[src/sv/mm3h_pkg.sv]
`timescale 1ns / 1ps
// -----------------------------------------------------------------------------
// mm3h_pkg
// Shared constants, types and helpers of the streaming MurmurHash3 x86_32 unit.
// -----------------------------------------------------------------------------
package mm3h_pkg;

   // mixing constants
   localparam logic [31:0] MM_C1         = 32'hcc9e2d51;
   localparam logic [31:0] MM_C2         = 32'h1b873593;
   localparam logic [31:0] MM_ADD        = 32'he6546b64;
   localparam logic [31:0] MM_F1         = 32'h85ebca6b;
   localparam logic [31:0] MM_F2         = 32'hc2b2ae35;
   localparam logic [31:0] MM_SEED_RESET = 32'd192837465;
   localparam int          MM_K_ROT      = 15;
   localparam int          MM_H_ROT      = 13;

   // byte counts
   localparam logic [2:0]  WORD_BYTES    = 3'd4;
   localparam logic [2:0]  NO_BYTES      = 3'd0;

   // operand selection of the shared multiplier
   typedef enum logic [1:0] {
      MUL_SCR1 = 2'd0,   // data word times C1
      MUL_SCR2 = 2'd1,   // rotated product times C2
      MUL_FIN1 = 2'd2,   // folded hash times F1
      MUL_FIN2 = 2'd3    // shifted product times F2
   } mul_sel_type;

   // commands from controller to datapath
   typedef struct packed {
      logic        load_item;
      logic        mul_en;
      mul_sel_type mul_sel;
      logic        mix_full;
      logic        mix_tail;
      logic        hash_restart;
      logic        out_load;
   } cmd_type;

   // status from datapath to controller
   typedef struct packed {
      logic item_last;
      logic item_full;
      logic item_empty;
   } status_type;

   // rotate left by a constant amount
   function automatic logic [31:0] rotl32(input logic [31:0] v, input int r);
      logic [31:0] res;
      res = (v << r) | (v >> (32 - r));
      return res;
   endfunction

endpackage

[src/sv/murmur3_32_stream_hash_unit.sv]
`timescale 1ns / 1ps
// -----------------------------------------------------------------------------
// murmur3_32_stream_hash_unit
// Streaming MurmurHash3 x86_32 of a byte message, one 32-bit word per
// transaction, with a configurable seed.
// -----------------------------------------------------------------------------
// One input word is taken at a time and a single 32x32 multiplier is shared by
// all mixing steps, one product per cycle. A non-last word goes through accept,
// two scramble products and the hash mix. A last item with 1 to 4 bytes goes
// through those steps plus two finalization products and the result load; an
// empty last item goes through accept, one skipped scramble step, two
// finalization products and the result load. The result
// sits in an output register, so the next message is accepted while a hash
// waits to be taken; a second result waits in the last step until that
// register frees up. Writing the seed reloads the running hash and clears the
// length, so a message in progress restarts.
// -----------------------------------------------------------------------------
module murmur3_32_stream_hash_unit (
   input  logic        clock,
   input  logic        reset,
   input  logic        req_valid,
   output logic        req_stall,
   input  logic [31:0] req_data_word,
   input  logic [2:0]  req_byte_count,
   input  logic        req_last_item,
   output logic        rsp_valid,
   input  logic        rsp_stall,
   output logic [31:0] rsp_hash_value,
   input  logic        csr_write_en,
   input  logic [31:0] csr_write_data
);
   import mm3h_pkg::*;

   cmd_type    cmd;
   status_type status;

   // sequencer
   mm3h_ctrl u_ctrl (
      .clock     (clock),
      .reset     (reset),
      .req_valid (req_valid),
      .req_stall (req_stall),
      .rsp_valid (rsp_valid),
      .rsp_stall (rsp_stall),
      .status    (status),
      .cmd       (cmd)
   );

   // hashing datapath
   mm3h_datapath u_datapath (
      .clock          (clock),
      .reset          (reset),
      .req_data_word  (req_data_word),
      .req_byte_count (req_byte_count),
      .req_last_item  (req_last_item),
      .csr_write_en   (csr_write_en),
      .csr_write_data (csr_write_data),
      .cmd            (cmd),
      .status         (status),
      .rsp_hash_value (rsp_hash_value)
   );

`ifndef SYNTHESIS
   // unit is busy right after taking a transaction
   a_busy_after_accept: assert property (@(posedge clock) disable iff (reset)
      (req_valid && !req_stall) |=> req_stall)
      else $error("unit not busy after accepting a transaction");

   // a new hash never overwrites one still waiting
   a_no_result_overwrite: assert property (@(posedge clock) disable iff (reset)
      cmd.out_load |-> (!rsp_valid || !rsp_stall))
      else $error("result register overwritten while stalled");

   // a loaded hash is offered on the next cycle
   a_result_offered: assert property (@(posedge clock) disable iff (reset)
      cmd.out_load |=> rsp_valid)
      else $error("loaded result not offered");

   // multiplier and hash mix never share a cycle
   a_mix_after_product: assert property (@(posedge clock) disable iff (reset)
      (cmd.mix_full || cmd.mix_tail) |-> !cmd.mul_en && $past(cmd.mul_en))
      else $error("hash mix without a preceding product");
`endif

endmodule

[src/sv/mm3h_datapath.sv]
`timescale 1ns / 1ps
// -----------------------------------------------------------------------------
// mm3h_datapath
// Item registers, shared 32x32 multiplier, running hash, byte length and
// result register of the MurmurHash3 unit.
// -----------------------------------------------------------------------------
module mm3h_datapath (
   input  logic                 clock,
   input  logic                 reset,
   input  logic [31:0]          req_data_word,
   input  logic [2:0]           req_byte_count,
   input  logic                 req_last_item,
   input  logic                 csr_write_en,
   input  logic [31:0]          csr_write_data,
   input  mm3h_pkg::cmd_type    cmd,
   output mm3h_pkg::status_type status,
   output logic [31:0]          rsp_hash_value
);
   import mm3h_pkg::*;

   logic [31:0] seed_ff, seed_in;
   logic [31:0] hash_ff, hash_in;
   logic [31:0] len_ff, len_in;
   logic [31:0] word_ff, word_in;
   logic [2:0]  count_ff, count_in;
   logic        last_ff, last_in;
   logic [31:0] prod_ff, prod_in;
   logic [31:0] out_ff, out_in;

   logic [2:0]  count_sat;
   logic [31:0] byte_mask;
   logic [31:0] mul_a, mul_b, mul_p;
   logic [31:0] fold;
   logic [31:0] mixed;

   // byte count: taken as four except on the last item, saturated at four
   always_comb begin
      if (!req_last_item || req_byte_count > WORD_BYTES) begin
         count_sat = WORD_BYTES;
      end else begin
         count_sat = req_byte_count;
      end
   end

   // keep only the valid low bytes
   always_comb begin
      case (count_sat)
         3'd0:    byte_mask = 32'h0000_0000;
         3'd1:    byte_mask = 32'h0000_00ff;
         3'd2:    byte_mask = 32'h0000_ffff;
         3'd3:    byte_mask = 32'h00ff_ffff;
         default: byte_mask = 32'hffff_ffff;
      endcase
   end

   // length folded in and upper half xored down
   always_comb begin
      fold = hash_ff ^ len_ff;
      fold = fold ^ (fold >> 16);
   end

   // shared multiplier operands
   always_comb begin
      case (cmd.mul_sel)
         MUL_SCR1: begin
            mul_a = word_ff;
            mul_b = MM_C1;
         end
         MUL_SCR2: begin
            mul_a = rotl32(prod_ff, MM_K_ROT);
            mul_b = MM_C2;
         end
         MUL_FIN1: begin
            mul_a = fold;
            mul_b = MM_F1;
         end
         MUL_FIN2: begin
            mul_a = prod_ff ^ (prod_ff >> 13);
            mul_b = MM_F2;
         end
         default: begin
            mul_a = word_ff;
            mul_b = MM_C1;
         end
      endcase
   end

   assign mul_p = mul_a * mul_b;

   // block mix: rotate, times five plus constant
   always_comb begin
      mixed = rotl32(hash_ff ^ prod_ff, MM_H_ROT);
      mixed = (mixed << 2) + mixed + MM_ADD;
   end

   // next state of the datapath registers
   always_comb begin
      seed_in  = seed_ff;
      hash_in  = hash_ff;
      len_in   = len_ff;
      word_in  = word_ff;
      count_in = count_ff;
      last_in  = last_ff;
      prod_in  = prod_ff;
      out_in   = out_ff;
      if (cmd.load_item) begin
         word_in  = req_data_word & byte_mask;
         count_in = count_sat;
         last_in  = req_last_item;
      end
      if (cmd.mul_en) begin
         prod_in = mul_p;
      end
      if (cmd.mix_full) begin
         hash_in = mixed;
         len_in  = len_ff + 32'(WORD_BYTES);
      end
      if (cmd.mix_tail) begin
         hash_in = hash_ff ^ prod_ff;
         len_in  = len_ff + 32'(count_ff);
      end
      if (cmd.hash_restart) begin
         hash_in = seed_ff;
         len_in  = '0;
      end
      if (cmd.out_load) begin
         out_in = prod_ff ^ (prod_ff >> 16);
      end
      // seed write restarts any message
      if (csr_write_en) begin
         seed_in = csr_write_data;
         hash_in = csr_write_data;
         len_in  = '0;
      end
   end

   // state registers
   always_ff @(posedge clock) begin
      if (reset) begin
         seed_ff <= MM_SEED_RESET;
         hash_ff <= MM_SEED_RESET;
         len_ff  <= '0;
      end else begin
         seed_ff <= seed_in;
         hash_ff <= hash_in;
         len_ff  <= len_in;
      end
   end

   // payload registers
   always_ff @(posedge clock) begin
      word_ff  <= word_in;
      count_ff <= count_in;
      last_ff  <= last_in;
      prod_ff  <= prod_in;
      out_ff   <= out_in;
   end

   assign status.item_last  = last_ff;
   assign status.item_full  = (count_ff == WORD_BYTES);
   assign status.item_empty = (count_ff == NO_BYTES);
   assign rsp_hash_value    = out_ff;

endmodule

[src/sv/mm3h_ctrl.sv]
`timescale 1ns / 1ps
// -----------------------------------------------------------------------------
// mm3h_ctrl
// Sequencer of the MurmurHash3 unit: steps each item through scramble, mix
// and finalization, and owns the input and result handshakes.
// -----------------------------------------------------------------------------
module mm3h_ctrl (
   input  logic                 clock,
   input  logic                 reset,
   input  logic                 req_valid,
   output logic                 req_stall,
   output logic                 rsp_valid,
   input  logic                 rsp_stall,
   input  mm3h_pkg::status_type status,
   output mm3h_pkg::cmd_type    cmd
);
   import mm3h_pkg::*;

   typedef enum logic [6:0] {
      ST_IDLE = 7'b0000001,
      ST_SCR1 = 7'b0000010,
      ST_SCR2 = 7'b0000100,
      ST_MIX  = 7'b0001000,
      ST_FIN1 = 7'b0010000,
      ST_FIN2 = 7'b0100000,
      ST_DONE = 7'b1000000
   } state_type;

   state_type state_ff, state_in;
   logic      rsp_valid_ff, rsp_valid_in;
   logic      out_free;

   assign out_free = !rsp_valid_ff || !rsp_stall;

   // next state and commands
   always_comb begin
      state_in = state_ff;
      cmd      = '0;
      cmd.mul_sel = MUL_SCR1;
      case (state_ff)
         ST_IDLE: begin
            if (req_valid) begin
               cmd.load_item = 1'b1;
               state_in      = ST_SCR1;
            end
         end
         ST_SCR1: begin
            // empty last item skips straight to finalization
            if (status.item_empty) begin
               state_in = ST_FIN1;
            end else begin
               cmd.mul_en  = 1'b1;
               cmd.mul_sel = MUL_SCR1;
               state_in    = ST_SCR2;
            end
         end
         ST_SCR2: begin
            cmd.mul_en  = 1'b1;
            cmd.mul_sel = MUL_SCR2;
            state_in    = ST_MIX;
         end
         ST_MIX: begin
            cmd.mix_full = status.item_full;
            cmd.mix_tail = !status.item_full;
            state_in     = status.item_last ? ST_FIN1 : ST_IDLE;
         end
         ST_FIN1: begin
            cmd.mul_en       = 1'b1;
            cmd.mul_sel      = MUL_FIN1;
            cmd.hash_restart = 1'b1;
            state_in         = ST_FIN2;
         end
         ST_FIN2: begin
            cmd.mul_en  = 1'b1;
            cmd.mul_sel = MUL_FIN2;
            state_in    = ST_DONE;
         end
         ST_DONE: begin
            // wait for the result register to be free
            if (out_free) begin
               cmd.out_load = 1'b1;
               state_in     = ST_IDLE;
            end
         end
         default: begin
            state_in = ST_IDLE;
         end
      endcase
   end

   // result valid: set on load, cleared when the transaction completes
   always_comb begin
      rsp_valid_in = rsp_valid_ff;
      if (rsp_valid_ff && !rsp_stall) begin
         rsp_valid_in = 1'b0;
      end
      if (cmd.out_load) begin
         rsp_valid_in = 1'b1;
      end
   end

   always_ff @(posedge clock) begin
      if (reset) begin
         state_ff     <= ST_IDLE;
         rsp_valid_ff <= 1'b0;
      end else begin
         state_ff     <= state_in;
         rsp_valid_ff <= rsp_valid_in;
      end
   end

   assign req_stall = (state_ff != ST_IDLE);
   assign rsp_valid = rsp_valid_ff;

endmodule

[config.mk]
export PLATFORM = sky130hd
export DESIGN_NAME = murmur3_32_stream_hash_unit
export DESIGN_NICKNAME = d
export VERILOG_FILES = /design/src/sv/mm3h_pkg.sv /design/src/sv/murmur3_32_stream_hash_unit.sv /design/src/sv/mm3h_datapath.sv /design/src/sv/mm3h_ctrl.sv
export SDC_FILE = /design/constraint.sdc
export NUM_CORES = 2
export LEC_CHECK = 0
export BUFFER_PORTS_ARGS = -buffer_cell sky130_fd_sc_hd__buf_2
export CELL_PAD_IN_SITES_DETAIL_PLACEMENT = 0
export CELL_PAD_IN_SITES_GLOBAL_PLACEMENT = 1
export CORE_MARGIN = 2
export CORE_UTILIZATION = 35
export DETAILED_ROUTE_END_ITERATION = 8
export HOLD_SLACK_MARGIN = 0.15
export PLACE_DENSITY_LB_ADDON = 0.2
export RECOVER_POWER = 25
export SETUP_SLACK_MARGIN = 0.5
export SYNTH_ARGS = -nofsm -noshare
export SYNTH_HDL_FRONTEND = slang
export SYNTH_SLANG_ARGS = --single-unit
[constraint.sdc]
create_clock -name clock -period 14 [get_ports clock]
set_input_delay 1.4 -clock clock [delete_from_list [all_inputs] [get_ports clock]]
set_output_delay 1.4 -clock clock [all_outputs]
set_load 0.02 [all_outputs]
Yosys cells after proc, flatten, opt, wreduce, memory -nomap -nowiden
Index checks and enable logic that the tools add are counted.
Cells by class
  equal/unequal tests: 17
  bitwise logic cells: 8
  multiply operators: 1
  multiplexer cells: 25
  $add $sub $neg: 4
  reductions and logical operators: 15
  magnitude comparators: 1
Operators with widths (number)
  $pmux W32 S4: 3
  $mux W32: 6
  $xor A32 B16 Y32: 2
  $xor A32 B32 Y32: 2
  $pmux W7 S7: 1
  $add A32 B3 Y32: 1
  $add A32 B3 Y32 const B: 1
  $add A32 B32 Y32: 1
  $add A32 B32 Y32 const B: 1
  $and A32 B32 Y32: 1
  $mul A32 B32 Y32: 1
  $or A32 B13 Y32: 1
  $or A32 B15 Y32: 1
  $xor A32 B19 Y32: 1
  $mux W7: 2
  $pmux W3 S4: 1
  $mux W5: 2
  $eq A7 B1 Y1 const B: 1
  $eq A7 B2 Y1 const B: 1
  $eq A7 B3 Y1 const B: 1
  $eq A7 B4 Y1 const B: 1
  $eq A7 B5 Y1 const B: 1
  $eq A7 B6 Y1 const B: 1
  $eq A7 B7 Y1 const B: 1
  other kinds (21): 36
Storage, ports and cells
  input port bits: 73
  output and inout bits: 34
  register bits: 204
  word-level logic and storage cells: 81

Depth between registers and ports, before layout
  depth in word-level cells: 8
  depth in mapped cells: 41
  mapped depth without buffers: 37

Hierarchy
A second synthesis with hierarchy kept.
Unflattened totals
  cells, all modules: 2839
  area total of the unflattened synthesis: 26581.7 um2
Modules (own cells, without submodules)
  mm3h_datapath: area each 26003.7 um2, cells an instance 2769, instances 1
  mm3h_ctrl: area each 578.1 um2, cells an instance 70, instances 1

Least setup slack after synthesis
No wires, ideal clock.
  kind: register to register
  start point: register u_ctrl.state_ff[1]
  end point: register u_datapath.prod_ff[31] (data pin)
  slack: 4358 ps
  stages on the path, launching flop included: 36
  clock period less this slack: 9642 ps
  buffers on the path: 6
  arrival: 9383 ps
  setup time: 259 ps
  required time: 13741 ps
  cell sequence: dfxtp_1 -> nor3_2 -> and4b_1 -> clkbuf_1 -> nor2_1 -> inv_1 -> clkbuf_1 -> ha_1 -> buf_2 -> buf_2 -> buf_2 -> clkbuf_1 -> a22oi_1 -> o21ai_1 -> nand2_1 -> fa_1 -> inv_1 -> fa_1 -> fa_1 -> inv_1 -> fa_1 -> inv_1 -> fa_1 -> fa_1 -> fa_1 -> fa_1 -> xor2_1 -> xnor2_1 -> xnor2_1 -> xnor3_1 -> xnor2_1 -> xor2_1 -> xnor3_1 -> xnor3_1 -> xnor3_1 -> xnor2_1
Between the ends
  word-level cells in the longest chain between the ends: 5
  elaborated cells between the ends (all ways): 12
  classes of those cells: mul (1); eq/ne (7); mux (3); reduce/logical (1)
RTL lines
  from (decl): RTL line mm3h_ctrl.sv:29  | state_type state_ff, state_in;
  from (signal assigned): RTL line mm3h_ctrl.sv:107  | state_ff <= state_in;
  $eq A7 B6 Y1, or another cell as far along: RTL line mm3h_ctrl.sv:40  | case (state_ff)
  $pmux W3 S4 *: RTL line mm3h_ctrl.sv:40
  $eq A2 B2 Y1, or another cell as far along: RTL line mm3h_datapath.sv:64  | case (cmd.mul_sel)
  $pmux W32 S4: RTL line mm3h_datapath.sv:64
  $mul A32 B32 Y32 *: RTL line mm3h_datapath.sv:88  | assign mul_p = mul_a * mul_b;
  net u_datapath.mul_p[31]: RTL line mm3h_datapath.sv:32  | logic [31:0] mul_a, mul_b, mul_p;
  to (signal assigned): RTL line mm3h_datapath.sv:155  | prod_ff <= prod_in;
  to (decl): RTL line mm3h_datapath.sv:27  | logic [31:0] prod_ff, prod_in;
The timed path passes the listed nets; every way through them passes the cells marked *. The select of a mux whose other input is x is not followed.
A chain may end at the register's enable or synchronous reset.

Worst setup path after layout
  start point: register u_ctrl.state_ff[3]
  end point: register u_datapath.prod_ff[31] (data pin)
The elaborated chain is that of the path after synthesis.

==> run_results.csv <==
group,metric,value,unit
yosys,synth_top_cell_by_area,"sky130_fd_sc_hd__fa_1",
worst_setup_path,required,14.28,ns
route,drt_pre_antenna_iters,6,
yosys,ys.warnings.count,0,
timing,fin_crit,11.71,ns
place,detailed_place_hpwl,84.6,mm
cts,clock-sinks,204,
yosys,sequential_element_share_of_the_synthesized_area,19.3,%
route,drt.antenna.violating_nets,0,
yosys,synthesis.nets,3524,
final_layout,n_fill_cell,7595,
worst_setup_path,cp.arrival,11.99,ns
global_routing,grt_antenna_before_repair,1,
worst_setup_path,worstSetupEndpointType,"flop",
timing,tns,0,ns
final_layout,final_common_cell,"sky130_fd_sc_hd__inv_1",
die,initial_core_util,35.4,%
worst_setup_path,startpoint_type,"flop",
global_routing,global_route.usage.total,26.0,%
worst_setup_path,crit_buf_inv,9,
worst_setup_path,cp_max_fo,45,
worst_setup_path,crit_path_top_delay_cell,"sky130_fd_sc_hd__a21oi_2",
worst_setup_path,timing.critical_path.mode_cell,"sky130_fd_sc_hd__fa_1",
cts,numCtsBuffers,23,
yosys,synth_seq_cells,204,
timing,fin_worst_skew,0.0109,ns
route,post-route-drc-count,0,
global_routing,grt_max_degree,48,
yosys,netlist.area_leader.share,30.5,%
route,dr_total_vias,20200,
route,wl,100,mm
die,fp.dieW,279,um
route,wire_per_inst,25.7,um
final_layout,layout_common_cells,"594 x sky130_fd_sc_hd__inv_1, 402 x sky130_fd_sc_hd__fa_1, 257 x sky130_fd_sc_hd__nor2_1",
yosys,synth_ff_type,"sky130_fd_sc_hd__dfxtp_1",
yosys,synthesis.instances,2857,
final_layout,nets,3584,
run,max-cap-violations,3,
route,initialDrtViolationCount,1866,
status,outcome,"finished with violations",
cts,tritoncts_clock_tree,"done",
cts,cts_resized,0,
cts,htree_levels,1,
timing,drv_slew,105,
timing,hold_viol_final,0,
worst_setup_path,max_stage_delay,1.00,ns
yosys,synth-edff-count,100,
cts,setup_repair_bufs_after_cts,0,
die,boundaryPins,107,
global_routing,first_global_vias,21000,
place,place_congestion,0.966,
cts,cts.path.max_buffers,3,
final_layout,diodes,0,
cts,path_clk_slew,0.06,ns
yosys,syn_area,26400,um2
status,violations,"capacitance limit, slew limit",
hold_path,hold_path.class,"reg -> reg",
die,core_area,74600,um2
die,area_of_the_die,77600,um2
yosys,synth_area_leaders,"sky130_fd_sc_hd__fa_1 31%, sky130_fd_sc_hd__edfxtp_1 11%, sky130_fd_sc_hd__ha_1 9.1%",
timing,timing_worst_slew_pin_value,2.58,ns
yosys,synth_cell_type_count,83,
cts,worst_skew_pair.late_latency,0.54,ns
yosys,synthesis.area_per_instance,9.23,um2
die,floorplan.rows,100,
worst_setup_path,critPathKind,"reg -> reg",
final_layout,post_route_cells_drive_above_1_share,7.06,%
timing,timing.final.crit_share,83.7,%
worst_setup_path,cpLargestDelayFamily,"adder cells",
place,numPortBuffers,106,
route,avgViaCountPerCell,5.18,
final_layout,area_delta_synth_final,8.88,%
timing,setup-violations-final,0,
timing,slew-limit-headroom,-72.0,%
die,die-height,279,um
global_routing,grt_overflow_total,0,
timing,rsz0062_at_grt,"no",
cts,holdBufCountCts,0,
global_routing,global_route_wire_length_before_repair,146,mm
yosys,async_flop_share,0,%
cts,clk_root_buffer_cell,"sky130_fd_sc_hd__clkbuf_16",
timing,max_freq,0.0854,GHz
-- through the flow --
step | util, % | setup slack, ns | hold WS, ns | instance area, um2 | instances
after CTS | 38.5 | 2.43 | 0.443 | 28700 | 3903
final | 38.5 | 2.29 | 0.444 | 28700 | 3903
after global placement | 37.5 | 2.46 | 0.420 | 28000 | 3861
after detailed placement | 37.5 | 2.48 | 0.427 | 28000 | 3861
after global routing | 38.5 | 1.83 | 0.469 | 28700 | 3903
after floorplan | - | 4.36 | 0.409 | 26400 | 2857
-- final timing paths --
kind,endpoint,start,cells after the start,slack [ns]
setup / recovery,u_datapath.prod_ff[31]$_DFFE_PP_,u_ctrl.state_ff[3]$_SDFFE_PP0P_,33,2.29
hold / removal,u_datapath.seed_ff[22]$_SDFFE_PP1P_,u_datapath.seed_ff[22]$_SDFFE_PP1P_,2,0.44
setup reg to reg,u_datapath.prod_ff[31]$_DFFE_PP_,u_ctrl.state_ff[3]$_SDFFE_PP0P_,33,2.29
hold reg to reg,u_datapath.seed_ff[22]$_SDFFE_PP1P_,u_datapath.seed_ff[22]$_SDFFE_PP1P_,2,0.44
-- cell usage after synthesis, types with 4 or more instances --
| cell | n |
|---|---|
| sky130_fd_sc_hd__a31oi_1 | 8 |
| sky130_fd_sc_hd__ha_1 | 192 |
| sky130_fd_sc_hd__or3_1 | 12 |
| sky130_fd_sc_hd__xor2_1 | 103 |
| sky130_fd_sc_hd__or2_2 | 4 |
| sky130_fd_sc_hd__o21bai_1 | 12 |
| sky130_fd_sc_hd__nand4_1 | 10 |
| sky130_fd_sc_hd__nor4_1 | 4 |
| sky130_fd_sc_hd__o21a_1 | 12 |
| sky130_fd_sc_hd__o221ai_1 | 10 |
| sky130_fd_sc_hd__nand2_1 | 239 |
| sky130_fd_sc_hd__and3_1 | 12 |
| sky130_fd_sc_hd__mux2i_1 | 13 |
| sky130_fd_sc_hd__nor2b_1 | 29 |
| sky130_fd_sc_hd__buf_1 | 9 |
| sky130_fd_sc_hd__a21o_1 | 28 |
| sky130_fd_sc_hd__nor3_1 | 21 |
| sky130_fd_sc_hd__dfxtp_1 | 104 |
| sky130_fd_sc_hd__o31a_1 | 4 |
| sky130_fd_sc_hd__o21ai_0 | 89 |
| sky130_fd_sc_hd__nand2b_1 | 18 |
| sky130_fd_sc_hd__o21ai_1 | 7 |
| sky130_fd_sc_hd__and2_1 | 33 |
| sky130_fd_sc_hd__clkbuf_1 | 76 |
| sky130_fd_sc_hd__a22oi_1 | 11 |
| sky130_fd_sc_hd__a221oi_1 | 9 |
| sky130_fd_sc_hd__edfxtp_1 | 100 |
| sky130_fd_sc_hd__buf_2 | 12 |
| sky130_fd_sc_hd__nor2_1 | 259 |
| sky130_fd_sc_hd__nand3_1 | 22 |
| sky130_fd_sc_hd__o22ai_1 | 4 |
| sky130_fd_sc_hd__o31ai_1 | 5 |
| sky130_fd_sc_hd__clkinv_1 | 4 |
| sky130_fd_sc_hd__fa_1 | 402 |
| sky130_fd_sc_hd__a211oi_1 | 18 |
| sky130_fd_sc_hd__buf_6 | 4 |
| sky130_fd_sc_hd__o211ai_1 | 13 |
| sky130_fd_sc_hd__inv_1 | 594 |
| sky130_fd_sc_hd__xnor3_1 | 8 |
| sky130_fd_sc_hd__a21oi_1 | 136 |
| sky130_fd_sc_hd__xnor2_1 | 128 |
-- routing by layer --
| layer | part of all wire (%) | GRT usage (%) |
|---|---|---|
| met5 | 0 | 0 |
| met4 | 2.3 | 5.22 |
| met3 | 7.2 | 3.92 |
| met2 | 44 | 40.1 |
| met1 | 47 | 38.7 |
-- tightest hold or removal path, cell delays in order (launching register included) --
cell and delay, ns:
sky130_fd_sc_hd__dfxtp_1 0.31, sky130_fd_sc_hd__nand2_1 0.06, sky130_fd_sc_hd__nand2_1 0.05
-- state kept, by name, summed over array words and instances, names as in the netlist, 3 cells and up --
register,flops
u_datapath.len_ff,32
u_datapath.seed_ff,32
u_ctrl.state_ff,7
u_datapath.count_ff,3
u_datapath.rsp_hash_value,32
u_datapath.hash_ff,32
u_datapath.word_ff,32
u_datapath.prod_ff,32
-- cells by family after synthesis --
| group | Yosys count | share of synthesized area, % |
|---|---|---|
| compound gates | 413 | 10.2 |
| xor+xnor | 240 | 8.42 |
| fa+ha+maj | 594 | 39.6 |
| buf+inv | 701 | 10.2 |
| flops | 204 | 19.3 |
| mux | 16 | 0.621 |
| simple gates | 689 | 11.7 |
-- layout make-up --
type	instances	area [um2]	share of cell area [%]
Multi-Input combinational cell	1952	18600	64.9
Sequential cell	204	5080	17.7
Inverter	599	2250	7.84
Tap cell	969	1210	4.22
Timing Repair Buffer	137	747	2.60
Clock buffer	27	591	2.06
Clock inverter	15	188	0.654
Power is left out: the tool's default activity adds up to more than one toggle a clock period on the data nets, which glitch-free logic cannot reach.
